**src/hw/rtl/salc_pkg.sv**
```systemverilog
// Shared types and constants for the set-associative LRU cache model.
`default_nettype none
package salc_pkg;

    // Block address width kept as the tag (offset is at least 2 bits)
    localparam int TAG_W = 30;

    // Operation codes
    localparam logic [1:0] OP_LOAD   = 2'd0;
    localparam logic [1:0] OP_STORE  = 2'd1;
    localparam logic [1:0] OP_IFETCH = 2'd2;
    localparam logic [1:0] OP_FLUSH  = 2'd3;

    // Configuration register indexes
    localparam logic [1:0] CFG_OFFSET_BITS     = 2'd0;
    localparam logic [1:0] CFG_SET_COUNT       = 2'd1;
    localparam logic [1:0] CFG_WAYS_IN_USE     = 2'd2;
    localparam logic [1:0] CFG_WORDS_PER_BLOCK = 2'd3;

    // Statistics counter slots
    localparam int CNT_INST_ACC  = 0;
    localparam int CNT_INST_MISS = 1;
    localparam int CNT_INST_REPL = 2;
    localparam int CNT_DATA_ACC  = 3;
    localparam int CNT_DATA_MISS = 4;
    localparam int CNT_DATA_REPL = 5;
    localparam int CNT_FETCH     = 6;
    localparam int CNT_COPYBACK  = 7;

    typedef struct packed {
        logic [31:0] address;
        logic [1:0]  operation;
    } t_req;

    typedef struct packed {
        logic        hit;
        logic        evicted;
        logic        wrote_back;
        logic [31:0] inst_accesses;
        logic [31:0] inst_misses;
        logic [31:0] inst_replacements;
        logic [31:0] data_accesses;
        logic [31:0] data_misses;
        logic [31:0] data_replacements;
        logic [31:0] fetch_words;
        logic [31:0] copyback_words;
    } t_rsp;

endpackage
`default_nettype wire

```
**src/hw/rtl/salc_setmod.sv**
```systemverilog
// Bit-serial remainder unit: set index = tag mod set count.
`default_nettype none
module salc_setmod #(
    parameter int MAX_SETS = 256
) (
    input  wire logic                                 i_clk,
    input  wire logic                                 i_rst_n,
    input  wire logic                                 i_start,
    input  wire logic [salc_pkg::TAG_W-1:0]           i_tag,
    input  wire logic [$clog2(MAX_SETS+1)-1:0]        i_sets,
    output logic                                      o_done,
    output logic [((MAX_SETS > 1) ? $clog2(MAX_SETS) : 1)-1:0] o_rem
);
    import salc_pkg::*;

    localparam int REM_W = (MAX_SETS > 1) ? $clog2(MAX_SETS) : 1;
    localparam int SW    = $clog2(MAX_SETS + 1);
    localparam int CNT_W = $clog2(TAG_W + 1);

    logic             r_busy, n_busy;
    logic             r_done, n_done;
    logic [CNT_W-1:0] r_cnt, n_cnt;
    logic [TAG_W-1:0] r_q, n_q;
    logic [REM_W-1:0] r_rem, n_rem;
    logic [SW-1:0]    r_sets, n_sets;
    logic [REM_W:0]   shifted;
    logic [REM_W:0]   sets_x;

    // One quotient bit per cycle, restoring form
    always_comb begin
        shifted = {r_rem, r_q[TAG_W-1]};
        sets_x  = (REM_W + 1)'(r_sets);
        n_busy  = r_busy;
        n_done  = 1'b0;
        n_cnt   = r_cnt;
        n_q     = r_q;
        n_rem   = r_rem;
        n_sets  = r_sets;
        if (i_start) begin
            n_busy = 1'b1;
            n_cnt  = CNT_W'(TAG_W);
            n_q    = i_tag;
            n_rem  = '0;
            n_sets = i_sets;
        end else if (r_busy) begin
            if (shifted >= sets_x) begin
                n_rem = REM_W'(shifted - sets_x);
            end else begin
                n_rem = REM_W'(shifted);
            end
            n_q   = {r_q[TAG_W-2:0], 1'b0};
            n_cnt = r_cnt - 1'b1;
            if (r_cnt == CNT_W'(1)) begin
                n_busy = 1'b0;
                n_done = 1'b1;
            end
        end
    end

    always_ff @(posedge i_clk) begin
        if (!i_rst_n) begin
            r_busy <= 1'b0;
            r_done <= 1'b0;
        end else begin
            r_busy <= n_busy;
            r_done <= n_done;
        end
        r_cnt  <= n_cnt;
        r_q    <= n_q;
        r_rem  <= n_rem;
        r_sets <= n_sets;
    end

    assign o_done = r_done;
    assign o_rem  = r_rem;

endmodule
`default_nettype wire

```
**config.mk**
```make
export PLATFORM = sky130hd
export DESIGN_NAME = salc_setmod
export DESIGN_NICKNAME = d
export VERILOG_FILES = /design/src/hw/rtl/salc_pkg.sv /design/src/hw/rtl/salc_setmod.sv
export SDC_FILE = /design/constraint.sdc
export NUM_CORES = 1
export LEC_CHECK = 0
export ABC_CLOCK_PERIOD_IN_PS = 3700
export BUFFER_PORTS_ARGS = -buffer_cell sky130_fd_sc_hd__buf_2
export CAP_MARGIN = 20
export CORE_MARGIN = 2
export CORE_UTILIZATION = 50
export CTS_BUF_LIST = sky130_fd_sc_hd__clkbuf_4 sky130_fd_sc_hd__clkbuf_8 sky130_fd_sc_hd__clkbuf_16
export CTS_CLUSTER_DIAMETER = 150
export DETAILED_ROUTE_END_ITERATION = 8
export GPL_TIMING_DRIVEN = 0
export PLACE_DENSITY = 0.73
export SLEW_MARGIN = 30
export SYNTH_ARGS = -nofsm -noshare
export SYNTH_HDL_FRONTEND = slang
export SYNTH_SLANG_ARGS = --single-unit
```
**constraint.sdc**
```tcl
create_clock -name i_clk -period 3.7 [get_ports i_clk]
set_input_delay 0.185 -clock i_clk [delete_from_list [all_inputs] [get_ports i_clk]]
set_output_delay 0.185 -clock i_clk [all_outputs]
set_load 0.05 [all_outputs]
```
Yosys cells after proc, flatten, opt, wreduce, memory -nomap -nowiden. Cells that the tools add are included.

Logic and storage cells: 21. Output and inout bits: 9. Bits in registers: 54. Input port bits: 42.

Add/sub/neg operators: 2. Order comparisons: 1. Reduce and logical (&&, ||, !) cells: 2. Muxes and demuxes: 7. Eq/ne operators: 1. Bitwise operators: 2.

Operator list (number): $mux W30 (2); $ge A9 B9 Y1 (1); $mux W8 (1); $sub A8 B8 Y8 (1); $eq A5 B1 Y1 const B (1); $sub A5 B1 Y5 const B (1); $mux W1 (4); $reduce_or A3 Y1 (1); $not A1 Y1 (2); $reduce_bool A2 Y1 (1).

Longest topological paths before layout. Gate-level depths: netlist (run 1).

Word-level depth: 4. Gate-level depth with buffers: 8. Depth with buffers taken out: 8.

Worst setup path before layout (run 1). No wires, ideal clock.

Path type: reg2reg. Start point: register r_rem[0], in the netlist o_rem[0]. End point: register r_rem[4], in the netlist o_rem[4]. Clock period less this slack: 2305 ps. Data required time: 3609 ps. Data arrival time: 2214 ps. Setup slack: 1395 ps. Cell stages (with the launch flop): 8. Path buffers: 0. Setup time: 91 ps. Path through: dfxtp_1 > inv_1 > fa_1 > nand2b_1 > a21oi_1 > nor2_1 > or4_1 > a311oi_1.

Word-level cells in the longest chain between the ends: 2. Elaborated cells on any way between the ends: 3. Classes of those cells: add/sub (1); order compare (1); mux (1).

RTL lines: start, declared (RTL line salc_setmod.sv:24) `logic [REM_W-1:0] r_rem, n_rem;`; start signal, assigned (RTL line salc_setmod.sv:70) `r_rem <= n_rem;`; $sub A8 B8 Y8 or $ge A9 B9 Y1 (tied branches) (RTL line salc_setmod.sv:47, salc_setmod.sv:46); $mux W8 (*) (RTL line salc_setmod.sv:46) `if (shifted >= sets_x) begin`.

Mark *: on every way between the ends. The rest lies on a longest branch, timed or not. A chain may end at the register's enable or synchronous reset.

Final worst setup path (run 1).
Start point: register r_rem[4], in the netlist o_rem[4]. End point: register r_rem[4], in the netlist o_rem[4].

Word-level cells in the longest chain between the ends: 2.

RTL lines (RTL line): $ge A9 B9 Y1 (salc_setmod.sv:46); $mux W8 (salc_setmod.sv:46).

Every way passes these cells.

==> results of run 1 <==
## where the power goes
group | switching [W] | total, W | leakage (nW) | internal, W
clock | 0.000194 | 0.000393 | 0.0541 | 0.000199
sequential | 0.0000240 | 0.000736 | 0.514 | 0.000712
combinational | 0.000151 | 0.000258 | 0.684 | 0.000108
total | 0.000369 | 0.00139 | 1.25 | 0.00102
## routing by layer
metal	part of all wire	track usage	vias to the layer above
met5	0	0	-
met4	0.013	0.0582	0
met3	0.054	0.0569	6
met2	0.47	0.304	36
met1	0.46	0.227	837
li1	-	-	899
## sequential cells by signal, indices dropped and copies added (netlist names)
register,count
r_sets,9
r_cnt,5
o_done,1
o_rem,8
r_q,30
r_busy,1
## final cells by class
class | instances | area [um2] | share of cell area
buffer | 8 | 30.0 | 0.00975
clock buffer | 5 | 68.8 | 0.0223
clock inverter | 3 | 40.0 | 0.0130
inverter | 17 | 63.8 | 0.0207
multi-input combinational | 133 | 1070 | 0.347
sequential | 54 | 1470 | 0.478
tap | 70 | 87.6 | 0.0284
timing repair buffer | 50 | 250 | 0.0813
## cell families after synthesis
| family | count (synthesis) | synth area share |
|---|---|---|
| flip-flops | 54 | 0.559 |
| XOR/XNOR | 5 | 0.0166 |
| adder cells (fa/ha/maj) | 12 | 0.0599 |
| buffers and inverters | 25 | 0.0356 |
| AND/OR/NAND/NOR | 52 | 0.105 |
| multiplexers | 29 | 0.124 |
| AO/OA/AOI/OAI | 35 | 0.0998 |
## cells in the final DEF, fill, tap and decap left out, types with 2 or more instances in the layout
cell type,count
sky130_fd_sc_hd__a2111o_1,3
sky130_fd_sc_hd__a21oi_1,9
sky130_fd_sc_hd__a311oi_1,7
sky130_fd_sc_hd__and2_1,2
sky130_fd_sc_hd__buf_1,3
sky130_fd_sc_hd__buf_2,50
sky130_fd_sc_hd__clkbuf_1,5
sky130_fd_sc_hd__clkbuf_8,5
sky130_fd_sc_hd__dfxtp_1,15
sky130_fd_sc_hd__edfxtp_1,39
sky130_fd_sc_hd__ha_1,11
sky130_fd_sc_hd__inv_1,16
sky130_fd_sc_hd__mux2_2,29
sky130_fd_sc_hd__nand2_1,6
sky130_fd_sc_hd__nand2b_1,7
sky130_fd_sc_hd__nand3_1,4
sky130_fd_sc_hd__nand4_1,4
sky130_fd_sc_hd__nor2_1,14
sky130_fd_sc_hd__nor3_1,2
sky130_fd_sc_hd__nor3b_1,2
sky130_fd_sc_hd__nor4_1,3
sky130_fd_sc_hd__o21ai_0,9
sky130_fd_sc_hd__xnor2_1,3
sky130_fd_sc_hd__xor2_1,2
## final timing paths
path | depth (start not counted) | to | startpoint | slack [ns]
worst max register to register | 6 | o_rem[4]$_SDFFE_PP0P_ | o_rem[4]$_SDFFE_PP0P_ | 1.44
worst min-delay path | 1 | r_sets[1]$_DFFE_PP_ | i_sets[1] | 0.05
worst max-delay path | 6 | o_rem[4]$_SDFFE_PP0P_ | o_rem[4]$_SDFFE_PP0P_ | 1.44
worst min register to register | 2 | o_rem[7]$_SDFFE_PP0P_ | o_rem[7]$_SDFFE_PP0P_ | 0.50
## per-stage QoR
stage	power (W)	utilization	setup WS, ns
final	0.00139	0.603	1.44
after global routing	0.00145	0.603	1.24
after CTS	0.00140	0.603	1.45
after detailed placement	0.00101	0.582	1.47
after global placement	0.00100	0.582	1.50
after floorplan	0.000933	-	1.40
## critical path: stages, from the launching register on
cell                        delay, ns
sky130_fd_sc_hd__dfxtp_1         0.37
sky130_fd_sc_hd__ha_1            0.42
sky130_fd_sc_hd__nand3_1         0.13
sky130_fd_sc_hd__nor2_1          0.30
sky130_fd_sc_hd__a2111oi_4       0.17
sky130_fd_sc_hd__or4_1           0.52
sky130_fd_sc_hd__a311oi_1        0.26
==> insert_results.sql, run 1 <==
INSERT INTO impl_metrics (metric_group, metric, value, unit) VALUES
('drt', 'routed_wire_length_per_instance', '14.3', 'um'),
('grt', 'grt_first_pass_wirelength', '8430', 'um'),
('floorplan', 'core', '5110', 'um2'),
('floorplan', 'boundaryPins', '51', ''),
('grt', 'grt_pass1_vias', '1816', ''),
('synth', 'avgSynthCellArea', '12.4', 'um2'),
('floorplan', 'initial_core_util', '0.515', ''),
('synth', 'netlist_top_cells_count', 'sky130_fd_sc_hd__edfxtp_1 (39), sky130_fd_sc_hd__mux2_2 (29), sky130_fd_sc_hd__inv_1 (17)', ''),
('clock_network', 'post_cts_resized', '0', ''),
('power', 'p_per_area', '451', 'nW/um2'),
('synth', 'synth_area', '2630', 'um2'),
('timing', 'totalNegativeSetupSlack', '0', 'ns'),
('synth', 'yosys.cell_count.top_type', 'sky130_fd_sc_hd__edfxtp_1', ''),
('placed_design', 'post_dp_cell_area', '2970', 'um2'),
('layout', 'syn_to_final_growth', '17.0', '%'),
('timing', 'clock.fmax', '442', 'MHz'),
('clock_network', 'cts-hold-fix-buffers', '0', ''),
('floorplan', 'dieArea', '5860', 'um2'),
('worst_hold_path', 'hold_removal_path_class', 'in2reg', ''),
('clock_network', 'clk_pin_slew', '0.10', 'ns'),
('synth', 'syn-instance-count', '212', ''),
('timing', 'final.min_clock_period', '2.26', 'ns'),
('clock_network', 'clkSinkCount', '54', ''),
('clock_network', 'clock_insertion_delay_worst_skew', '0.31', 'ns'),
('layout', 'nFillCells', '433', ''),
('synth', 'ys.flop_type', 'sky130_fd_sc_hd__edfxtp_1', ''),
('clock_network', 'clockRootBuffer', 'sky130_fd_sc_hd__clkbuf_8', ''),
('placed_design', 'routabilityCongestion', '0.799', ''),
('status', 'run_status', 'finished clean', ''),
('synth', 'yosys_warnings', '0', ''),
('synth', 'seq_area_frac_synth', '0.559', ''),
('grt', 'largest_net_degree_at_the_start_of_global_routing', '31', ''),
('setup_path', 'worst_ep_arrival_time', '2.48', 'ns'),
('placed_design', 'io_buffer_count', '50', ''),
('setup_path', 'worstSetupEndpointType', 'flip-flop', ''),
('synth', 'asyncSetResetFlopFracSynth', '0', ''),
('synth', 'synth-edff-count', '39', ''),
('setup_path', 'worst_setup_path_start_kind', 'flip-flop', ''),
('placed_design', 'placed_cells_incl_taps', '332', ''),
('clock_network', 'htreeDepth', '2', ''),
('clock_network', 'numCtsBuffers', '5', ''),
('drt', 'drt_first_iter_violations', '96', ''),
('synth', 'synth_top_cell_by_area', 'sky130_fd_sc_hd__edfxtp_1', ''),
('drt', 'ant_nets', '0', ''),
('synth', 'synth_cell_type_count', '38', ''),
('drt', 'postRouteWirelength', '4850', 'um'),
('flow_run', 'maxCapViolations', '0', ''),
('synth', 'synth_top_area_frac', '0.445', ''),
('grt', 'overflow', '0', ''),
('synth', 'total_of_flip_flops_plus_latches_after_synthesis', '54', ''),
('floorplan', 'std_cell_rows', '26', ''),
('drt', 'routed-via-count', '1778', ''),
('floorplan', 'die_height', '76.6', 'um'),
('timing', 'holdWs', '0.0466', 'ns'),
('setup_path', 'critical_path_type', 'reg2reg', ''),
('power', 'max-vdd-ir-drop', '225', 'uV'),
('grt', 'antenna_found_initial', '0', ''),
('clock_network', 'cts_tree', 'yes', ''),
('timing', 'timing.final.max_slew_violations', '0', ''),
('timing', 'timing_worst_slew_pin_value', '0.628', 'ns'),
('setup_path', 'critPathRequiredTime', '3.92', 'ns'),
('timing', 'hold_viol', '0', ''),
('timing', 'rsz0062_at_grt', 'false', ''),
('power', 'power.leakage', '1.25', 'nW'),
('layout', 'finalInstanceArea', '3080', 'um2'),
('layout', 'n_antenna_cell', '0', ''),
('setup_path', 'crit_path_max_fanout', '9', ''),
('synth', 'synth.area.top_cells', 'sky130_fd_sc_hd__edfxtp_1 (44%), sky130_fd_sc_hd__mux2_2 (12%), sky130_fd_sc_hd__dfxtp_1 (11%)', ''),
('drt', 'drt_pass1_iterations', '4', ''),
('timing', 'fin_crit_sh', '0.611', ''),
('timing', 'timing.max_slew.rel_slack', '0.581', ''),
('layout', 'drive_above_1_share', '0.341', ''),
('timing', 'number_of_endpoints_failing_setup_at_the_final_stage', '0', ''),
('clock_network', 'cts.repair_timing.setup_buffer_count', '0', ''),
('clock_network', 'clock_path_buffers', '2', ''),
('drt', 'vias_per_cell', '5.23', ''),
('timing', 'clock-skew-final', '0.00742', 'ns'),
('drt', 'post-route-drc-count', '0', ''),
('floorplan', 'die_w', '76.6', 'um'),
('layout', 'layoutNonFillerInstCount', '340', ''),
('placed_design', 'post-dp-hpwl', '3510', 'um'),
('grt', 'track_usage', '0.183', ''),
('synth', 'synth_nets', '266', ''),
('layout', 'final_net_count', '323', '');
Note: power is estimated with default switching activity, not from simulation.
==> run 2: changes to the inputs <==
- ABC_AREA: default -> 1
- ABC_CLOCK_PERIOD_IN_PS: 3700 -> 2000
- PLACE_DENSITY: 0.73 -> 0.76
- clock period: 3.7 -> 2 ns (I/O delays scaled with it)
==> run 2 against run 1 <==
  * Sequential power grew 81%
  * Maximum frequency up 30%
  * Total power up 66%
  * Combinational power increased by 20%
  * Largest cell class unchanged
  * Critical endpoint is now o_rem[6]$_SDFFE_PP0P_
  * Sequential share of layout area shrank 1.8 points
  * Via count is 18% higher
  * Global-route usage rose by 0.51 points
  * Register-to-register slack worse by 1.2 ns
  * Highest routed layer unchanged
  * Final cell count rose by 31%
  * Non-clock buffer count grew 8
==> insert_results.sql, run 2 <==
INSERT INTO impl_metrics (metric_group, metric, value, unit) VALUES
('status', 'run_status', 'finished clean', ''),
('layout', 'largest_register_ffs', '30', ''),
('timing', 'clock.fmax', '574', 'MHz'),
('clock_network', 'clk_pin_slew', '0.10', 'ns'),
('timing', 'hold_viol', '0', ''),
('layout', 'registers.top_by_ff_count', 'r_q', ''),
('setup_path', 'worst_setup_path_start_kind', 'flip-flop', ''),
('power', 'power.leakage', '1.64', 'nW'),
('timing', 'final.min_clock_period', '1.74', 'ns'),
('setup_path', 'worst_ep_arrival_time', '1.95', 'ns'),
('setup_path', 'crit_end', 'o_rem[6]$_SDFFE_PP0P_', ''),
('synth', 'synth_top_cell_by_area', 'sky130_fd_sc_hd__edfxtp_1', ''),
('setup_path', 'worstRegToRegCells', '11', ''),
('floorplan', 'die_w', '77.1', 'um'),
('grt', 'track_usage', '0.188', ''),
('synth', 'seq_area_frac_synth', '0.551', ''),
('worst_hold_path', 'hold_removal_path_class', 'in2reg', ''),
('drt', 'post-route-drc-count', '0', ''),
('timing', 'totalNegativeSetupSlack', '0', 'ns'),
('timing', 'number_of_endpoints_failing_setup_at_the_final_stage', '0', ''),
('layout', 'nFillCells', '456', ''),
('setup_path', 'worst_r2r_startpoint', 'r_q[29]$_DFFE_PP_', ''),
('clock_network', 'clock_insertion_delay_worst_skew', '0.31', 'ns'),
('drt', 'routed_wire_length_per_instance', '11.5', 'um'),
('floorplan', 'std_cell_rows', '26', ''),
('grt', 'grt_pass1_vias', '2056', ''),
('placed_design', 'routabilityCongestion', '0.846', ''),
('grt', 'met3_usage', '0.0388', ''),
('synth', 'asyncSetResetFlopFracSynth', '0', ''),
('drt', 'vias_per_cell', '4.70', ''),
('grt', 'globalRouteMet2Util', '0.310', ''),
('setup_path', 'crit_path_max_fanout', '2', ''),
('clock_network', 'numCtsBuffers', '5', ''),
('floorplan', 'dieArea', '5950', 'um2'),
('synth', 'synth-edff-count', '39', ''),
('grt', 'overflow', '0', ''),
('synth', 'yosys.cell_count.top_type', 'sky130_fd_sc_hd__nand2_1', ''),
('layout', 'final_net_count', '428', ''),
('timing', 'timing.max_slew.rel_slack', '0.546', ''),
('clock_network', 'cts_tree', 'yes', ''),
('timing', 'holdWs', '0.0390', 'ns'),
('synth', 'synth_top_area_frac', '0.438', ''),
('grt', 'antenna_found_initial', '0', ''),
('timing', 'fin_crit_sh', '0.871', ''),
('layout', 'layoutNonFillerInstCount', '445', ''),
('floorplan', 'die_height', '77.1', 'um'),
('grt', 'grt_use_met1', '0.249', ''),
('synth', 'synth_area', '2670', 'um2'),
('placed_design', 'post-dp-hpwl', '3680', 'um'),
('setup_path', 'worstSetupEndpointType', 'flip-flop', ''),
('clock_network', 'clockRootBuffer', 'sky130_fd_sc_hd__clkbuf_8', ''),
('synth', 'ys.flop_type', 'sky130_fd_sc_hd__edfxtp_1', ''),
('timing', 'rsz0062_at_grt', 'false', ''),
('synth', 'total_of_flip_flops_plus_latches_after_synthesis', '54', ''),
('clock_network', 'htreeDepth', '2', ''),
('drt', 'drt_pass1_iterations', '4', ''),
('floorplan', 'boundaryPins', '51', ''),
('drt', 'postRouteWirelength', '5110', 'um'),
('placed_design', 'io_buffer_count', '50', ''),
('timing', 'clock-skew-final', '0.00474', 'ns'),
('synth', 'synth.area.top_cells', 'sky130_fd_sc_hd__edfxtp_1 (44%), sky130_fd_sc_hd__nand2_1 (21%), sky130_fd_sc_hd__dfxtp_1 (11%)', ''),
('synth', 'netlist_top_cells_count', 'sky130_fd_sc_hd__nand2_1 (146), sky130_fd_sc_hd__edfxtp_1 (39), sky130_fd_sc_hd__inv_1 (30)', ''),
('layout', 'layout_common_cells', 'sky130_fd_sc_hd__nand2_1 (146), sky130_fd_sc_hd__buf_2 (51), sky130_fd_sc_hd__edfxtp_1 (39)', ''),
('grt', 'largest_net_degree_at_the_start_of_global_routing', '31', ''),
('clock_network', 'clock_path_buffers', '2', ''),
('synth', 'synth_nets', '362', ''),
('power', 'max-vdd-ir-drop', '451', 'uV'),
('timing', 'timing_worst_slew_pin_value', '0.679', 'ns'),
('placed_design', 'placed_cells_incl_taps', '428', ''),
('flow_run', 'maxCapViolations', '0', ''),
('power', 'p_per_area', '719', 'nW/um2'),
('layout', 'layout_commonest_cell', 'sky130_fd_sc_hd__nand2_1', ''),
('layout', 'drive_above_1_share', '0.181', ''),
('synth', 'syn-instance-count', '308', ''),
('drt', 'routed-via-count', '2090', ''),
('setup_path', 'critPathRequiredTime', '2.21', 'ns'),
('drt', 'drt_first_iter_violations', '121', ''),
('timing', 'timing.final.max_slew_violations', '0', ''),
('grt', 'grt_first_pass_wirelength', '9030', 'um'),
('floorplan', 'initial_core_util', '0.520', ''),
('setup_path', 'worst_r2r_endpoint', 'o_rem[6]$_SDFFE_PP0P_', ''),
('synth', 'synth_cell_type_count', '30', ''),
('clock_network', 'post_cts_resized', '0', ''),
('setup_path', 'timing.critical_path.from', 'r_q[29]$_DFFE_PP_', ''),
('drt', 'ant_nets', '0', ''),
('grt', 'gr-max-usage-layer', 'met2', ''),
('layout', 'n_antenna_cell', '0', ''),
('floorplan', 'core', '5140', 'um2'),
('clock_network', 'clkSinkCount', '54', ''),
('synth', 'avgSynthCellArea', '8.68', 'um2'),
('synth', 'yosys_warnings', '0', ''),
('setup_path', 'r2r_slack', '0.26', 'ns'),
('layout', 'syn_to_final_growth', '19.7', '%'),
('setup_path', 'critical_path_type', 'reg2reg', '');
[run 2: cell families (layout without fill, tap and decap cells)]
group,Yosys count,count (layout),synth area share
and+or+nand+nor,189,189,0.300
DFF,54,54,0.551
buffers and inverters,39,106,0.0571
adders and majority gates,12,12,0.0590
AOI/OAI and AO/OA,11,11,0.0234
xor gates and xnor gates,3,3,0.00983
[run 2: final cells by class]
class	instances	area [um2]	share of cell area
plain buffers	7	27.5	0.00860
well taps	70	87.6	0.0274
flip-flops and latches	54	1470	0.460
inverters	32	125	0.0391
repair buffers	59	340	0.106
clock inverters	1	8.76	0.00274
multi-input cells	215	1050	0.328
clock buffers	7	90.1	0.0282
[run 2: worst min-delay path by stage]
stage / to / depth (start not counted) / start / slack [ns]
6_report: r_busy$_SDFF_PN0_ / 3 / i_rst_n / 0.04
5_1_grt: r_busy$_SDFF_PN0_ / 3 / i_rst_n / 0.04
3_5_place_dp: r_sets[8]$_DFFE_PP_ / 1 / i_sets[8] / 0.28
3_3_place_gp: r_sets[8]$_DFFE_PP_ / 1 / i_sets[8] / 0.28
2_1_floorplan: r_sets[0]$_DFFE_PP_ / 0 / i_sets[0] / 0.20
4_1_cts: r_busy$_SDFF_PN0_ / 3 / i_rst_n / 0.03
[run 2: worst max-delay path: stages (launching register included)]
cell                       delay, ns
sky130_fd_sc_hd__edfxtp_1       0.34
sky130_fd_sc_hd__inv_1          0.05
sky130_fd_sc_hd__ha_1           0.21
sky130_fd_sc_hd__fa_1           0.42
sky130_fd_sc_hd__nor2_1         0.17
sky130_fd_sc_hd__o21bai_1       0.10
sky130_fd_sc_hd__nand2_1        0.06
sky130_fd_sc_hd__nand2_1        0.04
sky130_fd_sc_hd__nand2_1        0.07
sky130_fd_sc_hd__nand2_1        0.06
sky130_fd_sc_hd__nand3_1        0.06
sky130_fd_sc_hd__nand2_1        0.05
[run 2: repair_timing]
item / CTS / global route
endpoints found under the hold margin: 9 / 0
setup buffers: 0 / 0
hold buffers: 9 / 0
[run 2: power breakdown]
part,internal (W),switching [W],total [W]
combinational,0.000122,0.000188,0.000310
sequential,0.00130,0.0000297,0.00133
clock,0.000301,0.000357,0.000658
total,0.00173,0.000574,0.00230
[run 2: per-layer routing]
| metal | up-vias | part of all wire |
|---|---|---|
| li1 | 1111 | - |
| met1 | 924 | 0.47 |
| met2 | 51 | 0.48 |
| met3 | 4 | 0.047 |
| met4 | 0 | 0.0078 |
| met5 | - | 0 |
[run 2: through the flow]
stage / cell area, um2 / power (W) / utilization / setup slack [ns]
6_report: 3200 / 0.00230 / 0.622 / 0.257
5_1_grt: 3200 / 0.00241 / 0.622 / 0.0964
4_1_cts: 3200 / 0.00232 / 0.622 / 0.261
3_5_place_dp: 3010 / 0.00165 / 0.586 / 0.113
3_3_place_gp: 3010 / 0.00164 / 0.586 / -0.173
2_1_floorplan: 2670 / 0.00155 / - / 0.122
==> run 3: changes to the inputs <==
- ABC_AREA: 1 -> default
- CORE_UTILIZATION: 50 -> 49
- PLACE_DENSITY: 0.76 -> 0.75
==> run 3 against run 2 <==
  * Sequential share of layout area fell by 2.9 points
  * Non-clock buffer count rose by 12
  * First-iteration DRC count fell by 19%
  * Combinational power rose by 110%
  * Critical path type unchanged
  * Total power rose by 15%
  * The run now ends with setup timing left
  * Maximum frequency fell by 17%
  * Final cell count fell by 19%
  * Die area rose by 0.48%
  * Largest power group unchanged
==> insert_results.sql, run 3 (synthesis results as in run 1) <==
INSERT INTO impl_metrics (metric_group, metric, value, unit) VALUES
('status', 'run_status', 'finished with violations', ''),
('status', 'violations_in_the_final_reports', 'setup timing', ''),
('clock_network', 'clock_insertion_delay_worst_skew', '0.31', 'ns'),
('drt', 'post-route-drc-count', '0', ''),
('drt', 'vias_per_cell', '5.47', ''),
('power', 'power.leakage', '1.35', 'nW'),
('timing', 'hold_viol', '0', ''),
('timing', 'totalNegativeSetupSlack', '-0.343', 'ns'),
('timing', 'post-route-worst-setup-slack', '-0.109', 'ns'),
('grt', 'antenna_found_initial', '0', ''),
('clock_network', 'cts_tree', 'yes', ''),
('floorplan', 'die_w', '77.3', 'um'),
('drt', 'postRouteWirelength', '5770', 'um'),
('flow_run', 'maxCapViolations', '0', ''),
('drt', 'routed-via-count', '1969', ''),
('placed_design', 'routabilityCongestion', '0.834', ''),
('drt', 'drt_pass1_iterations', '4', ''),
('clock_network', 'clkSinkCount', '54', ''),
('timing', 'timing_worst_slew_pin_value', '0.620', 'ns'),
('grt', 'grt_first_pass_wirelength', '9130', 'um'),
('layout', 'syn_to_final_growth', '31.0', '%'),
('timing', 'rsz0062_at_grt', 'true', ''),
('drt', 'ant_nets', '0', ''),
('placed_design', 'post-dp-hpwl', '3740', 'um'),
('power', 'p_per_area', '770', 'nW/um2'),
('layout', 'layout_commonest_cell', 'sky130_fd_sc_hd__buf_2', ''),
('layout', 'largest_register_ffs', '30', ''),
('floorplan', 'dieArea', '5970', 'um2'),
('floorplan', 'initial_core_util', '0.512', ''),
('timing', 'timing.final.max_slew_violations', '0', ''),
('timing', 'timing.max_slew.rel_slack', '0.586', ''),
('floorplan', 'die_height', '77.3', 'um'),
('setup_path', 'crit_path_max_fanout', '6', ''),
('drt', 'maxUsedRoutingLayer', 'met4', ''),
('drt', 'routed_wire_length_per_instance', '16.0', 'um'),
('drt', 'drt-met1-wl', '2430', 'um'),
('clock_network', 'clock_path_buffers', '2', ''),
('drt', 'met3RoutedLength', '431', 'um'),
('layout', 'fin_util', '0.671', ''),
('layout', 'drive_above_1_share', '0.466', ''),
('floorplan', 'core', '5140', 'um2'),
('setup_path', 'critical_path_type', 'reg2reg', ''),
('timing', 'number_of_endpoints_failing_setup_at_the_final_stage', '6', ''),
('setup_path', 'worstSetupEndpointType', 'flip-flop', ''),
('layout', 'final_net_count', '343', ''),
('setup_path', 'worst_setup_path_start_kind', 'flip-flop', ''),
('grt', 'overflow', '0', ''),
('grt', 'grt_pass1_vias', '1953', ''),
('layout', 'registers.top_by_ff_count', 'r_q', ''),
('setup_path', 'critPathRequiredTime', '2.23', 'ns'),
('clock_network', 'htreeDepth', '2', ''),
('setup_path', 'worst_ep_arrival_time', '2.34', 'ns'),
('timing', 'final.min_clock_period', '2.11', 'ns'),
('layout', 'n_antenna_cell', '0', ''),
('clock_network', 'clk_pin_slew', '0.10', 'ns'),
('timing', 'clock-skew-final', '0.0121', 'ns'),
('power', 'max-vdd-ir-drop', '659', 'uV'),
('floorplan', 'boundaryPins', '51', ''),
('floorplan', 'std_cell_rows', '26', ''),
('grt', 'largest_net_degree_at_the_start_of_global_routing', '31', ''),
('worst_hold_path', 'hold_removal_path_class', 'in2reg', ''),
('layout', 'nFillCells', '407', ''),
('drt', 'wl_met2', '2800', 'um'),
('drt', 'drt_first_iter_violations', '98', ''),
('placed_design', 'io_buffer_count', '50', ''),
('clock_network', 'clockRootBuffer', 'sky130_fd_sc_hd__clkbuf_8', ''),
('timing', 'clock.fmax', '474', 'MHz'),
('layout', 'layout_common_cells', 'sky130_fd_sc_hd__buf_2 (50), sky130_fd_sc_hd__edfxtp_1 (39), sky130_fd_sc_hd__mux2_2 (29)', ''),
('clock_network', 'numCtsBuffers', '5', ''),
('grt', 'track_usage', '0.196', ''),
('timing', 'fin_crit_sh', '1.05', '');
## run 3: path summary, 6_finish.rpt
kind | start | cells after the start | slack [ns] | endpoint
max | r_sets[1]$_DFFE_PP_ | 8 | -0.11 | o_rem[4]$_SDFFE_PP0P_
min | i_rst_n | 2 | 0.05 | o_done$_SDFF_PP0_
max reg2reg | r_sets[1]$_DFFE_PP_ | 8 | -0.11 | o_rem[4]$_SDFFE_PP0P_
min reg2reg | r_cnt[4]$_SDFFE_PP1P_ | 2 | 0.52 | r_cnt[4]$_SDFFE_PP1P_
## run 3: per-layer routing
metal  up-vias  GRT usage
met4         0     0.0661
met3        14     0.0588
li1        943          -
met1       936      0.246
met5         -          0
met2        76      0.322
## run 3: worst max-delay path, stage by stage (launching register included)
cell	delay [ns]
sky130_fd_sc_hd__edfxtp_1	0.39
sky130_fd_sc_hd__inv_1	0.09
sky130_fd_sc_hd__ha_4	0.27
sky130_fd_sc_hd__nand2_1	0.07
sky130_fd_sc_hd__o21ai_2	0.19
sky130_fd_sc_hd__a2111oi_4	0.12
sky130_fd_sc_hd__buf_4	0.18
sky130_fd_sc_hd__or4_4	0.51
sky130_fd_sc_hd__a311oi_2	0.23
## run 3: cell type report
class	instances	area, um2	share of cell area
repair buffers	70	430	0.125
clock buffers	6	76.3	0.0221
plain buffers	8	30.0	0.00871
inverters	17	63.8	0.0185
well taps	70	87.6	0.0254
clock inverters	2	12.5	0.00363
flip-flops and latches	54	1490	0.431
multi-input cells	133	1260	0.366
## run 3: report_power, final
group,total (W),switching (W),internal (W)
sequential,0.00137,0.0000530,0.00132
combinational,0.000663,0.000354,0.000309
clock,0.000622,0.000360,0.000262
## run 3: what timing repair did
action / in CTS / in global routing
hold buffers: 9 / 0
setup buffers: 7 / 4
gates cloned: 0 / 0
setup endpoints to repair: 8 / 8
pin swaps: 16 / 15
resized for setup: 18 / 12
hold endpoints to repair: 9 / 0
## run 3: stage by stage
| step | cell area (um2) | instances | setup WS, ns | power [W] | hold WS (ns) |
|---|---|---|---|---|---|
| after CTS | 3340 | 356 | -0.0733 | 0.00259 | 0.0377 |
| after global placement | 3020 | 332 | -0.129 | 0.00188 | 0.277 |
| after floorplan | 2680 | 212 | 0.00620 | 0.00174 | 0.199 |
| after detailed placement | 3020 | 332 | -0.222 | 0.00189 | 0.279 |
| after global routing | 3450 | 360 | -0.177 | 0.00279 | 0.0453 |
| final | 3450 | 360 | -0.109 | 0.00266 | 0.0471 |
